**src/hw/rtl/mpq_pkg.sv**
```systemverilog
// ----------------------------------------------------------------------------
// mpq_pkg: shared definitions for the keyed minimum priority queue
// Operation, status and cell command codes, the neighbor flag bundle and
// the default sizes used by the queue and its cells.
// ----------------------------------------------------------------------------
package mpq_pkg;

    // Default sizes and fixed field widths.
    localparam int DEPTH_DEF    = 64;
    localparam int KEY_BITS_DEF = 8;
    localparam int FUNC_W       = 2;
    localparam int PORT_KEY_W   = 8;
    localparam int PRIO_W       = 32;
    localparam int STATUS_W     = 2;
    localparam int TOTAL_W      = 7;
    localparam int CMD_W        = 3;

    // Operation codes carried by a request word.
    localparam logic [FUNC_W-1:0] FUNC_INSERT  = 2'd0;
    localparam logic [FUNC_W-1:0] FUNC_DEQUEUE = 2'd1;
    localparam logic [FUNC_W-1:0] FUNC_UPDATE  = 2'd2;

    // Status codes carried by a result word.
    localparam logic [STATUS_W-1:0] ST_OK          = 2'd0;
    localparam logic [STATUS_W-1:0] ST_DEQ_EMPTY   = 2'd1;
    localparam logic [STATUS_W-1:0] ST_INS_FULL    = 2'd2;
    localparam logic [STATUS_W-1:0] ST_KEY_MISSING = 2'd3;

    // Commands broadcast from the sequencer to every cell.
    typedef logic [CMD_W-1:0] cmd_t;
    localparam cmd_t CMD_NOP       = 3'd0;
    localparam cmd_t CMD_DEQ       = 3'd1;
    localparam cmd_t CMD_REM_START = 3'd2;
    localparam cmd_t CMD_REM_STEP  = 3'd3;
    localparam cmd_t CMD_INS       = 3'd4;

    // Flags a cell shows to its neighbors.
    typedef struct packed {
        logic valid;   // cell holds an entry
        logic take;    // cell would accept a new or shifted entry on insert
        logic hole;    // cell is pulling from its right neighbor this cycle
    } nbr_t;

endpackage

```
**src/hw/rtl/mpq_cell.sv**
```systemverilog
// ----------------------------------------------------------------------------
// mpq_cell: one slot of the sorted queue
// Holds one (key, priority) entry and moves it to or from its neighbors on
// dequeue, removal and insert commands.
// ----------------------------------------------------------------------------
module mpq_cell
    import mpq_pkg::*;
#(
    parameter int KEY_BITS = KEY_BITS_DEF
) (
    input  logic                aclk,
    input  logic                aresetn,
    input  cmd_t                cmd,
    input  logic [KEY_BITS-1:0] op_key,
    input  logic [PRIO_W-1:0]   op_prio,
    input  nbr_t                left_flags,
    input  logic [KEY_BITS-1:0] left_key,
    input  logic [PRIO_W-1:0]   left_prio,
    input  nbr_t                right_flags,
    input  logic [KEY_BITS-1:0] right_key,
    input  logic [PRIO_W-1:0]   right_prio,
    output nbr_t                own_flags,
    output logic [KEY_BITS-1:0] own_key,
    output logic [PRIO_W-1:0]   own_prio,
    output logic                match,
    output logic                pending
);

    logic                valid_reg, valid_next;
    logic                hole_reg, hole_next;
    logic [KEY_BITS-1:0] key_reg, key_next;
    logic [PRIO_W-1:0]   prio_reg, prio_next;
    logic                take;
    logic                pull;

    // Local compares: key match and insert position.
    assign match = valid_reg && (key_reg == op_key);
    assign take  = !valid_reg || (prio_reg > op_prio);
    assign pull  = ((cmd == CMD_REM_START) && match) ||
                   ((cmd == CMD_REM_STEP) && hole_reg);

    assign own_flags = '{valid: valid_reg, take: take, hole: pull};
    assign own_key   = key_reg;
    assign own_prio  = prio_reg;
    assign pending   = hole_reg;

    // Next contents for each command.
    always_comb begin
        valid_next = valid_reg;
        hole_next  = hole_reg;
        key_next   = key_reg;
        prio_next  = prio_reg;
        case (cmd)
            CMD_DEQ: begin
                valid_next = right_flags.valid;
                key_next   = right_key;
                prio_next  = right_prio;
                hole_next  = 1'b0;
            end
            CMD_REM_START, CMD_REM_STEP: begin
                if (pull) begin
                    valid_next = right_flags.valid;
                    key_next   = right_key;
                    prio_next  = right_prio;
                end
                // The gap moves here when the left cell pulled a live entry.
                hole_next = left_flags.hole && valid_reg;
            end
            CMD_INS: begin
                hole_next = 1'b0;
                if (take) begin
                    if (left_flags.take) begin
                        valid_next = left_flags.valid;
                        key_next   = left_key;
                        prio_next  = left_prio;
                    end else begin
                        valid_next = 1'b1;
                        key_next   = op_key;
                        prio_next  = op_prio;
                    end
                end
            end
            default: begin
                valid_next = valid_reg;
            end
        endcase
    end

    // Control flags are reset; the payload is not.
    always_ff @(posedge aclk) begin
        if (!aresetn) begin
            valid_reg <= 1'b0;
            hole_reg  <= 1'b0;
        end else begin
            valid_reg <= valid_next;
            hole_reg  <= hole_next;
        end
    end

    always_ff @(posedge aclk) begin
        key_reg  <= key_next;
        prio_reg <= prio_next;
    end

endmodule

```
**config.mk**
```make
export PLATFORM = sky130hd
export DESIGN_NAME = mpq_cell
export DESIGN_NICKNAME = d
export VERILOG_FILES = /design/src/hw/rtl/mpq_pkg.sv /design/src/hw/rtl/mpq_cell.sv
export SDC_FILE = /design/constraint.sdc
export NUM_CORES = 1
export LEC_CHECK = 0
export BUFFER_PORTS_ARGS = -buffer_cell sky130_fd_sc_hd__buf_2
export CAP_MARGIN = 20
export CORE_MARGIN = 2
export CORE_UTILIZATION = 45
export DETAILED_ROUTE_END_ITERATION = 10
export PLACE_DENSITY_LB_ADDON = 0.1
export SLEW_MARGIN = 30
export SYNTH_ARGS = -nofsm -noshare
export SYNTH_HDL_FRONTEND = slang
export SYNTH_SLANG_ARGS = --single-unit
export TNS_END_PERCENT = 100
```
**constraint.sdc**
```tcl
create_clock -name aclk -period 5.64 [get_ports aclk]
set_input_delay 0.282 -clock aclk [delete_from_list [all_inputs] [get_ports aclk]]
set_output_delay 0.282 -clock aclk [all_outputs]
set_load 0.01 [all_outputs]
```
==> impl_metrics.env, run 1 <==
export IMPL_clkSinkCount=42
export IMPL_port_buffers=173
export IMPL_avgRoutedWirePerCell_um=13.04
export IMPL_clk_latency_ns=0.30
export IMPL_preCtsSetupSlack_ns=2.663
export IMPL_overflow=0
export IMPL_status="completed"
export IMPL_syn_to_final_growth_pct=33.31
export IMPL_clockBufferDepth=2
export IMPL_setup_viol=0
export IMPL_dieArea_mm2=0.007672
export IMPL_clock_fmax_mhz=342.3
export IMPL_synthArstFlopShare_pct=0
export IMPL_synth_seq_area_share_pct=39.47
export IMPL_largest_reg_flops=32
export IMPL_final_layout_size_suffix_gt1_share_pct=38.54
export IMPL_holdWs_ns=0.2419
export IMPL_synth_edf_count=40
export IMPL_cp_num_buf_inv=1
export IMPL_drv_cap=0
export IMPL_finalNetCount=655
export IMPL_fin_skew_ns=0.006722
export IMPL_io_pins=176
export IMPL_antenna_found_initial=0
export IMPL_cpMaxStageDelayCell="a21oi_4"
export IMPL_drc=0
export IMPL_final_common_cell="buf_2"
export IMPL_max_stage_delay_ns=0.51
export IMPL_core_area_mm2=0.006794
export IMPL_post_cts_buffers=0
export IMPL_viasPerCell=4.917
export IMPL_finalHoldViolCount=0
export IMPL_synth_area_leaders="edfxtp_1 (38%), mux2i_1 (13%), ha_1 (13%)"
export IMPL_diodes=0
export IMPL_worst_ep_required_time_ns=5.61
export IMPL_vias=2896
export IMPL_start_util_pct=46.28
export IMPL_rsz0062_at_grt="no"
export IMPL_yosysWarnings=0
export IMPL_ant_nets=0
export IMPL_tightest_slew_ns=0.6998
export IMPL_synth_area_leader_cell="edfxtp_1"
export IMPL_die_h_um=87.59
export IMPL_cts_tree="built"
export IMPL_die_w_um=87.59
export IMPL_cp_arrival_ns=2.89
export IMPL_met2_usage_pct=36.91
export IMPL_setup_tns_ns=0
export IMPL_slew_limit_headroom_pct=53.34
export IMPL_finish_utilization_pct=61.69
export IMPL_path_class="reg2reg"
export IMPL_ys_seq_elements=42
export IMPL_cts_hold_buffers=0
export IMPL_layout_setup_ws_ns=2.719
export IMPL_syn_area_mm2=0.003144
export IMPL_num_rows=30
export IMPL_layout_common_cells="buf_2 (173), a21oi_1 (52), nor2_1 (46)"
export IMPL_syn_nets=489
export IMPL_crit_path_start_kind="register"
export IMPL_layout_min_cycle_time_ns=2.921
export IMPL_cp_top_family="compound AO/OA/AOI/OAI gates"
export IMPL_fillers=585
export IMPL_syn_inst=326
export IMPL_grt_first_pass_wirelength_um=12020
export IMPL_finalWeightedCongestion=0.7526
export IMPL_crit_chain="ha_1, nand4_2, nor4_2, nand2b_1, a32oi_2, a21oi_2, a21oi_4, buf_4"
export IMPL_routed_wl_um=7682
export IMPL_final_period_utilization_pct=51.79
export IMPL_synth_avg_cell_area_um2=9.645
export IMPL_clkTransAtPathRegs_ns=0.08
export IMPL_cts_resized=0
export IMPL_cts_root_buf="clkbuf_8"
export IMPL_use_met3_pct=3.864
export IMPL_grt_pass1_vias=2789
export IMPL_drtIter0Drc=88
export IMPL_cts_htree_levels=2
export IMPL_grt_max_degree=61
export IMPL_dr_pass1_iters=4
export IMPL_hold_class="in2reg"
export IMPL_ys_flop_type="edfxtp_1"
export IMPL_peakVddDrop_uv=114.4
export IMPL_synth_top_area_share_pct=38.20
export IMPL_hpwl_um=6088
export IMPL_cts_buffers=5
export IMPL_grtUsageTotal_pct=19.76
export IMPL_grt_met1_usage_pct=22.88
export IMPL_end_kind="register"
export IMPL_grt_busiest_layer="met2"
export IMPL_cp_max_fo=24
export IMPL_ys_types=38
export IMPL_power_density_mw_per_mm2=194.8
export IMPL_drv_slew=0
export IMPL_p_leak_nw=2.097
per-stage QoR:
step | instance area, um2 | instances | total power [mW]
floorplan | 3144 | 326 | 0.4990
global placement | 4085 | 581 | 0.5812
detailed placement | 4085 | 581 | 0.5873
CTS | 4192 | 589 | 0.8271
global route | 4192 | 589 | 0.8621
finish | 4192 | 589 | 0.8165
final cells by class:
| type | instances | area, um2 | area share, % |
|---|---|---|---|
| clock buffer | 7 | 76.32 | 1.821 |
| clock inverter | 1 | 30.03 | 0.7164 |
| inverter | 34 | 127.6 | 3.045 |
| multi-input combinational | 233 | 1708 | 40.75 |
| sequential | 42 | 1241 | 29.61 |
| tap | 96 | 120.1 | 2.866 |
| timing repair buffer | 176 | 888.4 | 21.19 |
where the power goes:
part,internal (mW),switching (mW),total (mW)
registers,0.365,0.00990,0.375
logic,0.0975,0.105,0.203
clock network,0.133,0.106,0.239
path summary, 6_finish.rpt:
kind	from	end	slack, ns	cells past startpoint
worst max register to register	own_prio[31]	own_key[0]	2.72	8
worst min register to register	pending	pending	0.65	3
worst max-delay path	own_prio[31]	own_key[0]	2.72	8
worst min-delay path	aresetn	pending	0.24	2
Yosys cell counts, types with 2 or more instances:
cell      number
mux2i_1       41
nand4_2        2
dfxtp_1        2
nand3_1        4
edfxtp_1      40
nor2_1        46
o211ai_1       2
clkbuf_1       9
xnor2_1        6
xor2_1         3
nand2b_1       2
and2_1         2
buf_4          3
buf_2          4
a21oi_1       53
a211oi_1       2
ha_1          32
nand2_1        8
a21o_1         3
inv_1         34
o21ai_0        5
nand4_1        7
metal layers:
| metal | share of wire, % | up-vias |
|---|---|---|
| met5 | 0 | - |
| met4 | 1.1 | 0 |
| met3 | 6.3 | 8 |
| met2 | 51 | 101 |
| met1 | 41 | 1286 |
| li1 | - | 1501 |
cells by family (layout without fill, tap and decap cells):
logic type | count (synthesis) | after routing | synth area share, %
and+or+nand+nor | 79 | 79 | 12.46
DFF | 42 | 42 | 39.47
adders and majority gates | 32 | 32 | 12.73
muxes | 41 | 41 | 13.05
AOI/OAI and AO/OA | 72 | 72 | 13.17
xor gates and xnor gates | 9 | 9 | 2.507
buffers and inverters | 51 | 218 | 6.605
Power figures use the tool's default switching activity.
==> run 2, diff against run 1 <==
--- a/config.mk
+++ b/config.mk
@@ -8,7 +8,7 @@
 export BUFFER_PORTS_ARGS = -buffer_cell sky130_fd_sc_hd__buf_2
 export CAP_MARGIN = 20
 export CORE_MARGIN = 2
-export CORE_UTILIZATION = 45
+export CORE_UTILIZATION = 41
 export DETAILED_ROUTE_END_ITERATION = 10
 export PLACE_DENSITY_LB_ADDON = 0.1
 export SLEW_MARGIN = 30
==> constraint.sdc (replaced) <==
create_clock -name aclk -period 2.6 [get_ports aclk]
set_input_delay 0.13 -clock aclk [delete_from_list [all_inputs] [get_ports aclk]]
set_output_delay 0.13 -clock aclk [all_outputs]
set_load 0.01 [all_outputs]
==> run 2 against run 1 <==
Register-to-register slack got worse by 2.5 ns. Design area increased by 1.5%. Via count increased by 0.97%. Combinational power increased by 120%. Count of clock-buffer cells in the layout decreased by 2. Global-route usage decreased by 0.72 points. Final cell count increased by 1.0%. Sequential power increased by 120%. Clock power increased by 120%. Sequential cell count unchanged. Largest cell class unchanged.
==> impl_metrics.env, run 2 (synthesized netlist as in run 1, its figures left out) <==
export IMPL_largest_reg_flops=32
export IMPL_finalWeightedCongestion=0.8267
export IMPL_syn_to_final_growth_pct=35.26
export IMPL_vias=2924
export IMPL_max_stage_delay_ns=0.58
export IMPL_cts_htree_levels=2
export IMPL_end_kind="primary output"
export IMPL_pwr_share_clk_pct=29.2
export IMPL_final_layout_size_suffix_gt1_share_pct=39.31
export IMPL_overflow=0
export IMPL_status="completed"
export IMPL_drv_cap=0
export IMPL_dr_pass1_iters=4
export IMPL_grt_pass1_vias=2907
export IMPL_crit_path_start_kind="register"
export IMPL_placed_cell_area_mm2=0.004136
export IMPL_diodes=0
export IMPL_setup_viol=0
export IMPL_cts_resized=0
export IMPL_grtUsageTotal_pct=19.04
export IMPL_final_period_utilization_pct=94.72
export IMPL_layout_common_cells="buf_2 (173), a21oi_1 (52), nor2_1 (46)"
export IMPL_die_w_um=91.57
export IMPL_holdWs_ns=0.09322
export IMPL_finalNetCount=658
export IMPL_power_share_combinational_pct=25.4
export IMPL_worst_ep_required_time_ns=2.47
export IMPL_fin_skew_ns=0.008654
export IMPL_start_util_pct=42.89
export IMPL_drv_slew=0
export IMPL_preCtsSetupSlack_ns=0.1625
export IMPL_clkTransAtPathRegs_ns=0.08
export IMPL_grt_max_degree=42
export IMPL_peakVddDrop_uv=199.9
export IMPL_clock_fmax_mhz=406.0
export IMPL_power_density_mw_per_mm2=420.6
export IMPL_drc=0
export IMPL_power_mw=1.789
export IMPL_avgRoutedWirePerCell_um=13.27
export IMPL_hold_class="in2reg"
export IMPL_layout_min_cycle_time_ns=2.463
export IMPL_hpwl_um=6414
export IMPL_port_buffers=173
export IMPL_routed_wl_um=7893
export IMPL_dieArea_mm2=0.008385
export IMPL_final_common_cell="buf_2"
export IMPL_power_frac_seq_pct=45.4
export IMPL_cp_max_fo=3
export IMPL_io_pins=176
export IMPL_tightest_slew_ns=0.5435
export IMPL_slew_limit_headroom_pct=63.55
export IMPL_drtIter0Drc=48
export IMPL_internal_power_mw=1.294
export IMPL_cts_hold_buffers=0
export IMPL_layout_setup_ws_ns=0.1372
export IMPL_finish_utilization_pct=58.01
export IMPL_placed_cells=587
export IMPL_cts_root_buf="clkbuf_8"
export IMPL_die_h_um=91.57
export IMPL_clkSinkCount=42
export IMPL_cpMaxStageDelayCell="or4_1"
export IMPL_antenna_found_initial=0
export IMPL_clk_latency_ns=0.30
export IMPL_path_class="reg2out"
export IMPL_switching_power_mw=0.4945
export IMPL_cts_tree="built"
export IMPL_num_rows=31
export IMPL_crit_chain="ha_1, a21o_1, nand3_1, a2111oi_0, or4_1, a21oi_4, inv_1, buf_2"
export IMPL_clockBufferDepth=2
export IMPL_post_cts_buffers=0
export IMPL_setup_tns_ns=0
export IMPL_cp_arrival_ns=2.33
export IMPL_grt_first_pass_wirelength_um=12890
export IMPL_core_area_mm2=0.007331
export IMPL_switching_share_pct=27.64
export IMPL_p_leak_nw=2.127
export IMPL_stdcell_count=595
export IMPL_ant_nets=0
export IMPL_cts_buffers=5
export IMPL_viasPerCell=4.914
export IMPL_final_area_mm2=0.004253
export IMPL_finalHoldViolCount=0
run 2: cell count changes in the layout (fill, tap and decap cells not counted), sizes merged:
| cell | before | now |
|---|---|---|
| clkinv | 0 | 2 |
| clkbuf | 7 | 5 |
| buf | 176 | 179 |
run 2: power groups by stage:
stage,registers (mW),clock network [mW],logic (mW)
final,0.813,0.522,0.454
after global routing,0.819,0.561,0.513
after CTS,0.814,0.536,0.457
after detailed placement,0.829,0,0.455
after global placement,0.826,0,0.448
after floorplan,0.845,0,0.238
run 2: path summary, 6_finish.rpt:
path | from | to | slack, ns | cells past startpoint
worst max-delay path | own_prio[17] | own_flags[1] | 0.14 | 8
worst min-delay path | aresetn | pending | 0.09 | 2
worst max register to register | own_prio[31] | own_prio[11] | 0.17 | 8
worst min register to register | pending | pending | 0.66 | 3
run 2: layout make-up:
type	instances	area (um2)
Inverter	34	127.6
Multi-Input combinational cell	233	1715
Sequential cell	42	1241
Tap cell	99	123.9
Fill cell	694	3078
Timing Repair Buffer	179	935.9
Clock inverter	3	40.04
Clock buffer	5	68.82
run 2: critical path, delay by kind of cell (launching register included):
kind	cells	cell delay (ns)
simple gates	2	0.65
fa+ha+maj	1	0.31
buf+inv	2	0.20
compound gates	3	0.47
flops	1	0.41
run 2: metal layers:
layer  global-route usage, %  up-vias  wire length [um]
met5                       0        -                 0
met4                   7.323        0               164
li1                        -     1508                 -
met2                   33.82       97              3906
met1                   21.58     1306              3289
met3                   5.145       13               533
